`src/rtl/core/brb_pkg.sv`:
```
package brb_pkg;

  // Field widths fixed by the interface.
  localparam int KIND_W = 2;
  localparam int BYTE_W = 8;
  localparam int LEN_W  = 7;
  localparam int CNT_W  = 9;

  // Operation codes carried on kind and op_kind.
  localparam logic [KIND_W-1:0] KIND_WRITE = 2'd0;
  localparam logic [KIND_W-1:0] KIND_READ  = 2'd1;
  localparam logic [KIND_W-1:0] KIND_CLEAR = 2'd2;

  // Burst counter saturation value and capacity after reset.
  localparam logic [CNT_W-1:0] CNT_MAX   = 9'd511;
  localparam logic [CNT_W-1:0] CAP_RESET = 9'd256;

  // Classified command passed from the front end to the back end.
  typedef struct packed {
    logic [KIND_W-1:0] kind;
    logic [BYTE_W-1:0] wbyte;
    logic              wlast;
    logic [LEN_W-1:0]  rlen;
  } cmd_t;

  // One result item as it sits in the result queue.
  typedef struct packed {
    logic [KIND_W-1:0] op_kind;
    logic [BYTE_W-1:0] data_byte;
    logic              byte_valid;
    logic [CNT_W-1:0]  transfer_count;
    logic              last_of_run;
    logic [CNT_W-1:0]  fill_level;
  } result_t;

endpackage

```
`src/rtl/core/brb_front.sv`:
```
module brb_front #(
  parameter int MAX_READ = 64
) (
  input  logic                    clk,
  input  logic                    rst_n,
  input  logic                    push,
  output logic                    full,
  input  logic [brb_pkg::KIND_W-1:0] in_kind,
  input  logic [brb_pkg::BYTE_W-1:0] in_write_byte,
  input  logic                    in_write_last,
  input  logic [brb_pkg::LEN_W-1:0]  in_read_length,
  output logic                    cmd_valid,
  output brb_pkg::cmd_t           cmd,
  input  logic                    cmd_pop
);
  import brb_pkg::*;

  localparam logic [LEN_W-1:0] MaxLen = LEN_W'(MAX_READ);

  cmd_t       ent_r [2];
  logic       wptr_r, wptr_nxt;
  logic       rptr_r, rptr_nxt;
  logic [1:0] cnt_r, cnt_nxt;
  cmd_t       cmd_in;
  logic       known;
  logic       enq;
  logic       deq;

  // Classify the item: unknown kinds are taken and dropped, long reads saturate.
  always_comb begin
    known = (in_kind inside {KIND_WRITE, KIND_READ, KIND_CLEAR});
    cmd_in.kind  = in_kind;
    cmd_in.wbyte = in_write_byte;
    cmd_in.wlast = in_write_last;
    cmd_in.rlen  = (in_read_length > MaxLen) ? MaxLen : in_read_length;
  end

  assign full      = (cnt_r == 2'd2);
  assign enq       = push && !full && known;
  assign deq       = cmd_pop && (cnt_r != 2'd0);
  assign cmd_valid = (cnt_r != 2'd0);
  assign cmd       = ent_r[rptr_r];

  // Two-entry command queue pointers and occupancy.
  always_comb begin
    wptr_nxt = enq ? ~wptr_r : wptr_r;
    rptr_nxt = deq ? ~rptr_r : rptr_r;
    cnt_nxt  = cnt_r;
    if (enq && !deq) begin
      cnt_nxt = cnt_r + 2'd1;
    end else if (!enq && deq) begin
      cnt_nxt = cnt_r - 2'd1;
    end
  end

  always_ff @(posedge clk) begin
    if (!rst_n) begin
      wptr_r <= 1'b0;
      rptr_r <= 1'b0;
      cnt_r  <= 2'd0;
    end else begin
      wptr_r <= wptr_nxt;
      rptr_r <= rptr_nxt;
      cnt_r  <= cnt_nxt;
    end
  end

  // Command storage needs no reset.
  always_ff @(posedge clk) begin
    if (enq) begin
      ent_r[wptr_r] <= cmd_in;
    end
  end

endmodule

```
`src/rtl/core/brb_back.sv`:
```
module brb_back #(
  parameter int BUF_DEPTH = 256
) (
  input  logic                      clk,
  input  logic                      rst_n,
  input  logic                      cfg_wr_en,
  input  logic [brb_pkg::CNT_W-1:0] cfg_wr_data,
  input  logic                      cmd_valid,
  input  brb_pkg::cmd_t             cmd,
  output logic                      cmd_pop,
  output logic                      res_push,
  output brb_pkg::result_t          res,
  input  logic                      res_full
);
  import brb_pkg::*;

  localparam int IW   = (BUF_DEPTH > 1) ? $clog2(BUF_DEPTH) : 1;
  localparam int CMPW = (IW + 1 > CNT_W) ? IW + 1 : CNT_W;
  localparam logic [CMPW-1:0] DepthC = CMPW'(BUF_DEPTH);

  typedef enum logic [2:0] {
    ST_IDLE    = 3'b001,
    ST_RD_ADDR = 3'b010,
    ST_RD_DATA = 3'b100
  } state_t;

  state_t             state_r, state_nxt;
  logic [IW-1:0]      widx_r, widx_nxt;
  logic [IW-1:0]      ridx_r, ridx_nxt;
  logic [CNT_W-1:0]   fill_r, fill_nxt;
  logic [CNT_W-1:0]   burst_r, burst_nxt;
  logic [CNT_W-1:0]   cap_r;
  logic [LEN_W-1:0]   rem_r, rem_nxt;
  logic [LEN_W-1:0]   n_r, n_nxt;
  logic [BYTE_W-1:0]  rd_data_r;
  logic [BYTE_W-1:0]  mem [BUF_DEPTH];

  logic [CMPW-1:0]    cap_eff;
  logic               room;
  logic [CNT_W-1:0]   burst_upd;
  logic [LEN_W-1:0]   n_calc;
  logic               wr_en;
  logic               rd_en;
  logic               last_byte;

  // Step an index, wrapping to zero at the capacity.
  function automatic logic [IW-1:0] adv(input logic [IW-1:0] idx,
                                        input logic [CMPW-1:0] cap);
    logic [CMPW-1:0] n;
    n = CMPW'(idx) + CMPW'(1);
    adv = (n >= cap) ? '0 : n[IW-1:0];
  endfunction

  // Effective capacity: zero acts as one, anything past the store as its depth.
  always_comb begin
    cap_eff = CMPW'(cap_r);
    if (cap_r == '0) begin
      cap_eff = CMPW'(1);
    end else if (cap_eff > DepthC) begin
      cap_eff = DepthC;
    end
  end

  assign room      = (CMPW'(fill_r) < cap_eff);
  assign burst_upd = (room && (burst_r < CNT_MAX)) ? burst_r + 9'd1 : burst_r;
  assign n_calc    = (fill_r < CNT_W'(cmd.rlen)) ? fill_r[LEN_W-1:0] : cmd.rlen;
  assign last_byte = (rem_r == LEN_W'(1));

  // Sequencer: writes and clears in idle; read bytes via RD_ADDR, RD_DATA.
  always_comb begin
    state_nxt = state_r;
    widx_nxt  = widx_r;
    ridx_nxt  = ridx_r;
    fill_nxt  = fill_r;
    burst_nxt = burst_r;
    rem_nxt   = rem_r;
    n_nxt     = n_r;
    wr_en     = 1'b0;
    rd_en     = 1'b0;
    cmd_pop   = 1'b0;
    res_push  = 1'b0;
    res       = '0;
    case (state_r)
      ST_IDLE: begin
        if (cmd_valid && !res_full) begin
          cmd_pop = 1'b1;
          case (cmd.kind)
            KIND_WRITE: begin
              if (room) begin
                wr_en    = 1'b1;
                widx_nxt = adv(widx_r, cap_eff);
                fill_nxt = fill_r + 9'd1;
              end
              burst_nxt = burst_upd;
              if (cmd.wlast) begin
                res_push           = 1'b1;
                res.op_kind        = KIND_WRITE;
                res.transfer_count = burst_upd;
                res.last_of_run    = 1'b1;
                res.fill_level     = fill_nxt;
                burst_nxt          = '0;
              end
            end
            KIND_READ: begin
              if (n_calc == '0) begin
                res_push        = 1'b1;
                res.op_kind     = KIND_READ;
                res.last_of_run = 1'b1;
                res.fill_level  = fill_r;
              end else begin
                rem_nxt   = n_calc;
                n_nxt     = n_calc;
                state_nxt = ST_RD_ADDR;
              end
            end
            KIND_CLEAR: begin
              widx_nxt        = '0;
              ridx_nxt        = '0;
              fill_nxt        = '0;
              res_push        = 1'b1;
              res.op_kind     = KIND_CLEAR;
              res.last_of_run = 1'b1;
            end
            default: begin
            end
          endcase
        end
      end
      ST_RD_ADDR: begin
        rd_en     = 1'b1;
        ridx_nxt  = adv(ridx_r, cap_eff);
        fill_nxt  = fill_r - 9'd1;
        state_nxt = ST_RD_DATA;
      end
      ST_RD_DATA: begin
        if (!res_full) begin
          res_push           = 1'b1;
          res.op_kind        = KIND_READ;
          res.data_byte      = rd_data_r;
          res.byte_valid     = 1'b1;
          res.transfer_count = last_byte ? CNT_W'(n_r) : '0;
          res.last_of_run    = last_byte;
          res.fill_level     = fill_r;
          rem_nxt            = rem_r - LEN_W'(1);
          state_nxt          = last_byte ? ST_IDLE : ST_RD_ADDR;
        end
      end
      default: begin
        state_nxt = ST_IDLE;
      end
    endcase
  end

  // Control state and the capacity register.
  always_ff @(posedge clk) begin
    if (!rst_n) begin
      state_r <= ST_IDLE;
      widx_r  <= '0;
      ridx_r  <= '0;
      fill_r  <= '0;
      burst_r <= '0;
      rem_r   <= '0;
      n_r     <= '0;
      cap_r   <= CAP_RESET;
    end else begin
      state_r <= state_nxt;
      widx_r  <= widx_nxt;
      ridx_r  <= ridx_nxt;
      fill_r  <= fill_nxt;
      burst_r <= burst_nxt;
      rem_r   <= rem_nxt;
      n_r     <= n_nxt;
      if (cfg_wr_en) begin
        cap_r <= cfg_wr_data;
      end
    end
  end

  // Byte store with a registered read port.
  always_ff @(posedge clk) begin
    if (wr_en) begin
      mem[widx_r] <= cmd.wbyte;
    end
    if (rd_en) begin
      rd_data_r <= mem[ridx_r];
    end
  end

endmodule

```
`src/rtl/core/brb_out_q.sv`:
```
module brb_out_q (
  input  logic                        clk,
  input  logic                        rst_n,
  input  logic                        res_push,
  input  brb_pkg::result_t            res,
  output logic                        res_full,
  output logic                        empty,
  input  logic                        pop,
  output logic [brb_pkg::KIND_W-1:0]  out_op_kind,
  output logic [brb_pkg::BYTE_W-1:0]  out_data_byte,
  output logic                        out_byte_valid,
  output logic [brb_pkg::CNT_W-1:0]   out_transfer_count,
  output logic                        out_last_of_run,
  output logic [brb_pkg::CNT_W-1:0]   out_fill_level
);
  import brb_pkg::*;

  result_t    ent_r [2];
  result_t    head;
  logic       wptr_r, wptr_nxt;
  logic       rptr_r, rptr_nxt;
  logic [1:0] cnt_r, cnt_nxt;
  logic       enq;
  logic       deq;

  assign res_full = (cnt_r == 2'd2);
  assign empty    = (cnt_r == 2'd0);
  assign enq      = res_push && !res_full;
  assign deq      = pop && !empty;
  assign head     = ent_r[rptr_r];

  // The oldest result drives the result ports.
  assign out_op_kind        = head.op_kind;
  assign out_data_byte      = head.data_byte;
  assign out_byte_valid     = head.byte_valid;
  assign out_transfer_count = head.transfer_count;
  assign out_last_of_run    = head.last_of_run;
  assign out_fill_level     = head.fill_level;

  // Two-entry result queue pointers and occupancy.
  always_comb begin
    wptr_nxt = enq ? ~wptr_r : wptr_r;
    rptr_nxt = deq ? ~rptr_r : rptr_r;
    cnt_nxt  = cnt_r;
    if (enq && !deq) begin
      cnt_nxt = cnt_r + 2'd1;
    end else if (!enq && deq) begin
      cnt_nxt = cnt_r - 2'd1;
    end
  end

  always_ff @(posedge clk) begin
    if (!rst_n) begin
      wptr_r <= 1'b0;
      rptr_r <= 1'b0;
      cnt_r  <= 2'd0;
    end else begin
      wptr_r <= wptr_nxt;
      rptr_r <= rptr_nxt;
      cnt_r  <= cnt_nxt;
    end
  end

  // Result storage needs no reset.
  always_ff @(posedge clk) begin
    if (enq) begin
      ent_r[wptr_r] <= res;
    end
  end

endmodule

```
`src/rtl/core/byte_ring_buffer.sv`:
```
// A write-last, clear or empty-read result reaches the result ports through the command
// and result queues; the first byte of a read also passes the address state and the
// registered store read. Write and clear items run at one per cycle while the result
// queue has room and no read is in progress; a read emits one byte at a time through the
// address and data states. Reset (synchronous, rst_n low) empties both queues, zeroes indices,
// fill and burst count, sets capacity to 256 and leaves the byte store, which needs no clearing.
module byte_ring_buffer #(
  parameter int BUF_DEPTH = 256,
  parameter int MAX_READ  = 64
) (
  input  logic                        clk,
  input  logic                        rst_n,
  input  logic                        push,
  output logic                        full,
  input  logic [brb_pkg::KIND_W-1:0]  in_kind,
  input  logic [brb_pkg::BYTE_W-1:0]  in_write_byte,
  input  logic                        in_write_last,
  input  logic [brb_pkg::LEN_W-1:0]   in_read_length,
  output logic                        empty,
  input  logic                        pop,
  output logic [brb_pkg::KIND_W-1:0]  out_op_kind,
  output logic [brb_pkg::BYTE_W-1:0]  out_data_byte,
  output logic                        out_byte_valid,
  output logic [brb_pkg::CNT_W-1:0]   out_transfer_count,
  output logic                        out_last_of_run,
  output logic [brb_pkg::CNT_W-1:0]   out_fill_level,
  input  logic                        cfg_wr_en,
  input  logic [brb_pkg::CNT_W-1:0]   cfg_wr_data
);
  import brb_pkg::*;

  logic    cmd_valid;
  cmd_t    cmd;
  logic    cmd_pop;
  logic    res_push;
  result_t res;
  logic    res_full;

  // Front end: takes items, drops unknown kinds, queues commands.
  brb_front #(.MAX_READ(MAX_READ)) u_front (
    .clk            (clk),
    .rst_n          (rst_n),
    .push           (push),
    .full           (full),
    .in_kind        (in_kind),
    .in_write_byte  (in_write_byte),
    .in_write_last  (in_write_last),
    .in_read_length (in_read_length),
    .cmd_valid      (cmd_valid),
    .cmd            (cmd),
    .cmd_pop        (cmd_pop)
  );

  // Back end: ring buffer store and sequencer.
  brb_back #(.BUF_DEPTH(BUF_DEPTH)) u_back (
    .clk         (clk),
    .rst_n       (rst_n),
    .cfg_wr_en   (cfg_wr_en),
    .cfg_wr_data (cfg_wr_data),
    .cmd_valid   (cmd_valid),
    .cmd         (cmd),
    .cmd_pop     (cmd_pop),
    .res_push    (res_push),
    .res         (res),
    .res_full    (res_full)
  );

  // Result queue toward the consumer.
  brb_out_q u_out_q (
    .clk                (clk),
    .rst_n              (rst_n),
    .res_push           (res_push),
    .res                (res),
    .res_full           (res_full),
    .empty              (empty),
    .pop                (pop),
    .out_op_kind        (out_op_kind),
    .out_data_byte      (out_data_byte),
    .out_byte_valid     (out_byte_valid),
    .out_transfer_count (out_transfer_count),
    .out_last_of_run    (out_last_of_run),
    .out_fill_level     (out_fill_level)
  );

endmodule

```
`config.mk`:
```
export PLATFORM = sky130hd
export DESIGN_NAME = byte_ring_buffer
export DESIGN_NICKNAME = d
export VERILOG_FILES = /design/src/rtl/core/brb_pkg.sv /design/src/rtl/core/brb_front.sv /design/src/rtl/core/brb_back.sv /design/src/rtl/core/brb_out_q.sv /design/src/rtl/core/byte_ring_buffer.sv
export SDC_FILE = /design/constraint.sdc
export NUM_CORES = 2
export LEC_CHECK = 0
export ABC_AREA = 1
export BUFFER_PORTS_ARGS = -buffer_cell sky130_fd_sc_hd__buf_2
export CORE_MARGIN = 2
export CORE_UTILIZATION = 33
export DETAILED_ROUTE_END_ITERATION = 10
export HOLD_SLACK_MARGIN = 0.06
export SETUP_SLACK_MARGIN = 0.02
export SYNTH_ARGS = -nofsm -noshare
export SYNTH_HDL_FRONTEND = slang
export SYNTH_SLANG_ARGS = --single-unit
```
`constraint.sdc`:
```
create_clock -name clk -period 6.4 [get_ports clk]
set_clock_uncertainty 0.2 [all_clocks]
set_input_delay 1.28 -clock clk [delete_from_list [all_inputs] [get_ports clk]]
set_output_delay 1.28 -clock clk [all_outputs]
set_load 0.05 [all_outputs]
```
==> results.json <==
{
  "status": "complete, no violations",
  "setup.worst_path.class": "register to register",
  "routed_via_density": 5.57,
  "dp_hpwl_um": 151000,
  "critPathLaunchType": "register",
  "final_common_cell": "edfxtp_1",
  "final_cells": 10700,
  "gr-total-overflow": 0,
  "hp-class": "register to register",
  "gp_congestion": 0.913,
  "clock_tree.root_cell": "clkbuf_16",
  "first_pass_iters": 6,
  "die_area_um2": 276000,
  "postCtsSetupBuffers": 0,
  "synth-seq-cells": 2222,
  "cts_tree": "yes",
  "dpl_cell_area_um2": 94500,
  "total_power_mw": 37.6,
  "antenna_found_initial": 11,
  "crit_chain": "nor2_1 -> nand2_1 -> nor2_1 -> nor2_1 -> inv_1 -> nand2_1 -> ha_1 -> nand2_1 -> o21a_1 -> nor2_1 -> nor2_1 -> nand2_1 -> nor2_4 -> buf_4 -> nand2_1 -> nor2_1",
  "ant_nets": 0,
  "cts_resized": 0,
  "rsz0062_at_grt": "no",
  "async_reset_ff_share_pct": 0,
  "fin_crit_sh_pct": 77.1,
  "worstPathArrival_ps": 5220,
  "cp-end-kind": "register",
  "fillers": 25400,
  "synth_top_area_share_pct": 72.0,
  "syn_inst": 6957,
  "drt_iter0_markers": 7462,
  "synth.largest_area_cell": "edfxtp_1",
  "clkTransAtPathRegs_ps": 70,
  "leakage_nw": 32.2,
  "fin_tns_setup_ps": 0,
  "syn-num-nets": 7037,
  "synth_compound_gate_area_share_pct": 13.0,
  "yosys_warnings": 0,
  "synth_edf_count": 2152,
  "via_count": 59400,
  "crit_path_frequent_cell": "nor2_1",
  "die_y_um": 526,
  "slew_viol_final": 0,
  "clock_sinks": 2222,
  "hold_viol_final": 0,
  "grtUsageTotal_pct": 18.3,
  "drc_errors": 0,
  "synth_xor_area_share_pct": 0.263,
  "power.internal_mw": 26.3,
  "dp.cells": 10300,
  "crit_path_top_delay_cell": "nor2_1",
  "hold_buffers": 0,
  "setup_violations": 0,
  "core_um2": 271000,
  "required_ps": 6680,
  "synthMuxAreaShare_pct": 0.443,
  "pwr-share-comb_pct": 17.7,
  "maxCapViolCount": 0,
  "yosysUniqueCellTypes": 43,
  "ys_seq_area_share_pct": 73.5,
  "swShare_pct": 30.0,
  "cts.path.max_buffers": 3,
  "synthesis.area_um2": 89800,
  "path_max_fanout": 13,
  "power_density_nw_per_um2": 370,
  "final_nets": 6987,
  "final_cell_mix": "2152 x edfxtp_1, 1354 x nor2_1, 1094 x o21ai_0",
  "start_util_pct": 33.2,
  "rows": 191,
  "ios": 64,
  "period_needed_ps": 4930,
  "portBuffers": 63,
  "wl_per_cell_um": 24.6,
  "synthSimpleGateAreaFrac_pct": 9.36,
  "drive_gt1_share_pct": 9.62,
  "clk_latency_ps": 860,
  "first_global_vias": 57500,
  "avgSynthCellArea_um2": 12.9,
  "synthAdderAreaFrac_pct": 0.669,
  "ir_drop_mv": 0.378,
  "p_seq_share_pct": 47.8,
  "h-tree-depth": 4,
  "synth_top_flop_cell": "edfxtp_1",
  "slowest_delay_ps": 710,
  "design_area_um2": 102000,
  "cts_buffers": 218,
  "power_switching_mw": 11.3,
  "pwr-share-clk_pct": 34.6,
  "grt_pass1_wl_um": 381000,
  "fp.dieW_um": 526,
  "synth_area_leaders": "edfxtp_1 72%, o21ai_0 6.1%, nor2_1 5.7%, o221ai_1 2.4%, o211ai_1 2.2%",
  "syn_to_final_growth_pct": 13.3,
  "fin_ws_ps": 1470,
  "fmax_mhz": 203,
  "synth_top_family_by_area": "compound AO/OA/AOI/OAI gates",
  "grt_max_degree": 248,
  "dp_slack_ps": 1590,
  "slew_headroom_pct": 17.5,
  "routed_wl_um": 262000,
  "worst_pin_slew_ps": 1240
}
[synthesized netlist by cell type, drive strengths merged (2+ instances only)]
| library cell | n |
|---|---|
| a21oi | 70 |
| edfxtp | 2152 |
| nor2 | 1368 |
| nand4 | 19 |
| inv | 108 |
| a31oi | 2 |
| o21ai | 1095 |
| o21a | 4 |
| nand3 | 333 |
| o211ai | 263 |
| clkinv | 8 |
| a211oi | 7 |
| xnor2 | 5 |
| buf | 80 |
| nor4 | 3 |
| nand2 | 243 |
| dfxtp | 70 |
| or2 | 5 |
| ha | 48 |
| o221ai | 250 |
| mux2i | 6 |
| clkbuf | 440 |
| nor3 | 71 |
| o22ai | 249 |
| mux2 | 30 |
| xor2 | 22 |
| nand3b | 2 |
[cell type report]
type	instances	area, um^2	area share (%)
clock inverter	144	1590	1.57
sequential	2222	66000	64.9
multi-input combinational	4099	21500	21.2
tap	3570	4470	4.39
clock buffer	262	5680	5.59
inverter	116	460	0.453
timing repair buffer	250	1960	1.92
antenna	1	2.50	0.00246
[critical path, delay by kind of cell (launching register included)]
family / cells / cell delay (ps)
AO/OA/AOI/OAI: 1 / 130
adder cells (fa/ha/maj): 1 / 290
buffers and inverters: 2 / 450
flip-flops: 1 / 320
AND/OR/NAND/NOR: 12 / 3140
[cell families (layout without fill, tap and decap cells)]
family                   count (synthesis)  after routing
buffers and inverters                  636            772
flip-flops                            2222           2222
adder cells (fa/ha/maj)                 48             48
AND/OR/NAND/NOR                       2046           2046
XOR/XNOR                                27             27
multiplexers                            36             36
AO/OA/AOI/OAI                         1942           1942
other                                    0              1
[power by group through the flow]
| stage | registers, mW | clock network [mW] | logic (mW) |
|---|---|---|---|
| CTS | 18.0 | 13.2 | 6.63 |
| global route | 18.0 | 13.7 | 7.12 |
| finish | 18.0 | 13.0 | 6.65 |
| detailed placement | 18.3 | 0 | 6.61 |
| floorplan | 18.7 | 0 | 3.51 |
| global placement | 18.3 | 0 | 6.62 |
[metrics by stage]
stage / hold WS, ps / utilization (%)
final: 267 / 37.6
after detailed placement: 258 / 34.9
after global routing: 292 / 37.6
after floorplan: 239 / -
after CTS: 268 / 37.6
after global placement: 257 / 34.9
[sequential cells by signal (all words and copies together), names as in the netlist, 2 cells and up, named ones only]
signal / cells
u_back.cap_r: 9
u_back.mem: 2048
u_back.burst_r: 9
u_back.n_r: 7
u_back.fill_r: 9
u_out_q.cnt_r: 2
u_back.rem_r: 7
u_back.widx_r: 8
u_out_q.ent_r: 60
u_front.ent_r: 36
u_front.cnt_r: 2
u_back.state_r: 3
u_back.rd_data_r: 8
u_back.ridx_r: 8
[layer usage]
layer	vias to the layer above	part of all wire, %	track usage [%]
li1	26200	-	-
met2	3152	46	29.1
met5	-	0.053	0.225
met1	29600	41	24.5
met3	487	9.4	3.94
met4	10	3.6	6.52
[final timing paths]
check,from,to,slack [ps],cells past startpoint
worst min-delay path,u_back.n_r[1],u_back.n_r[1],270,2
worst max-delay path,u_back.cap_r[6],u_back.mem[198][0],1470,16
worst max register to register,u_back.cap_r[6],u_back.mem[198][0],1470,16
worst min register to register,u_back.n_r[1],u_back.n_r[1],270,2
Note: power is estimated with default switching activity, not from simulation.
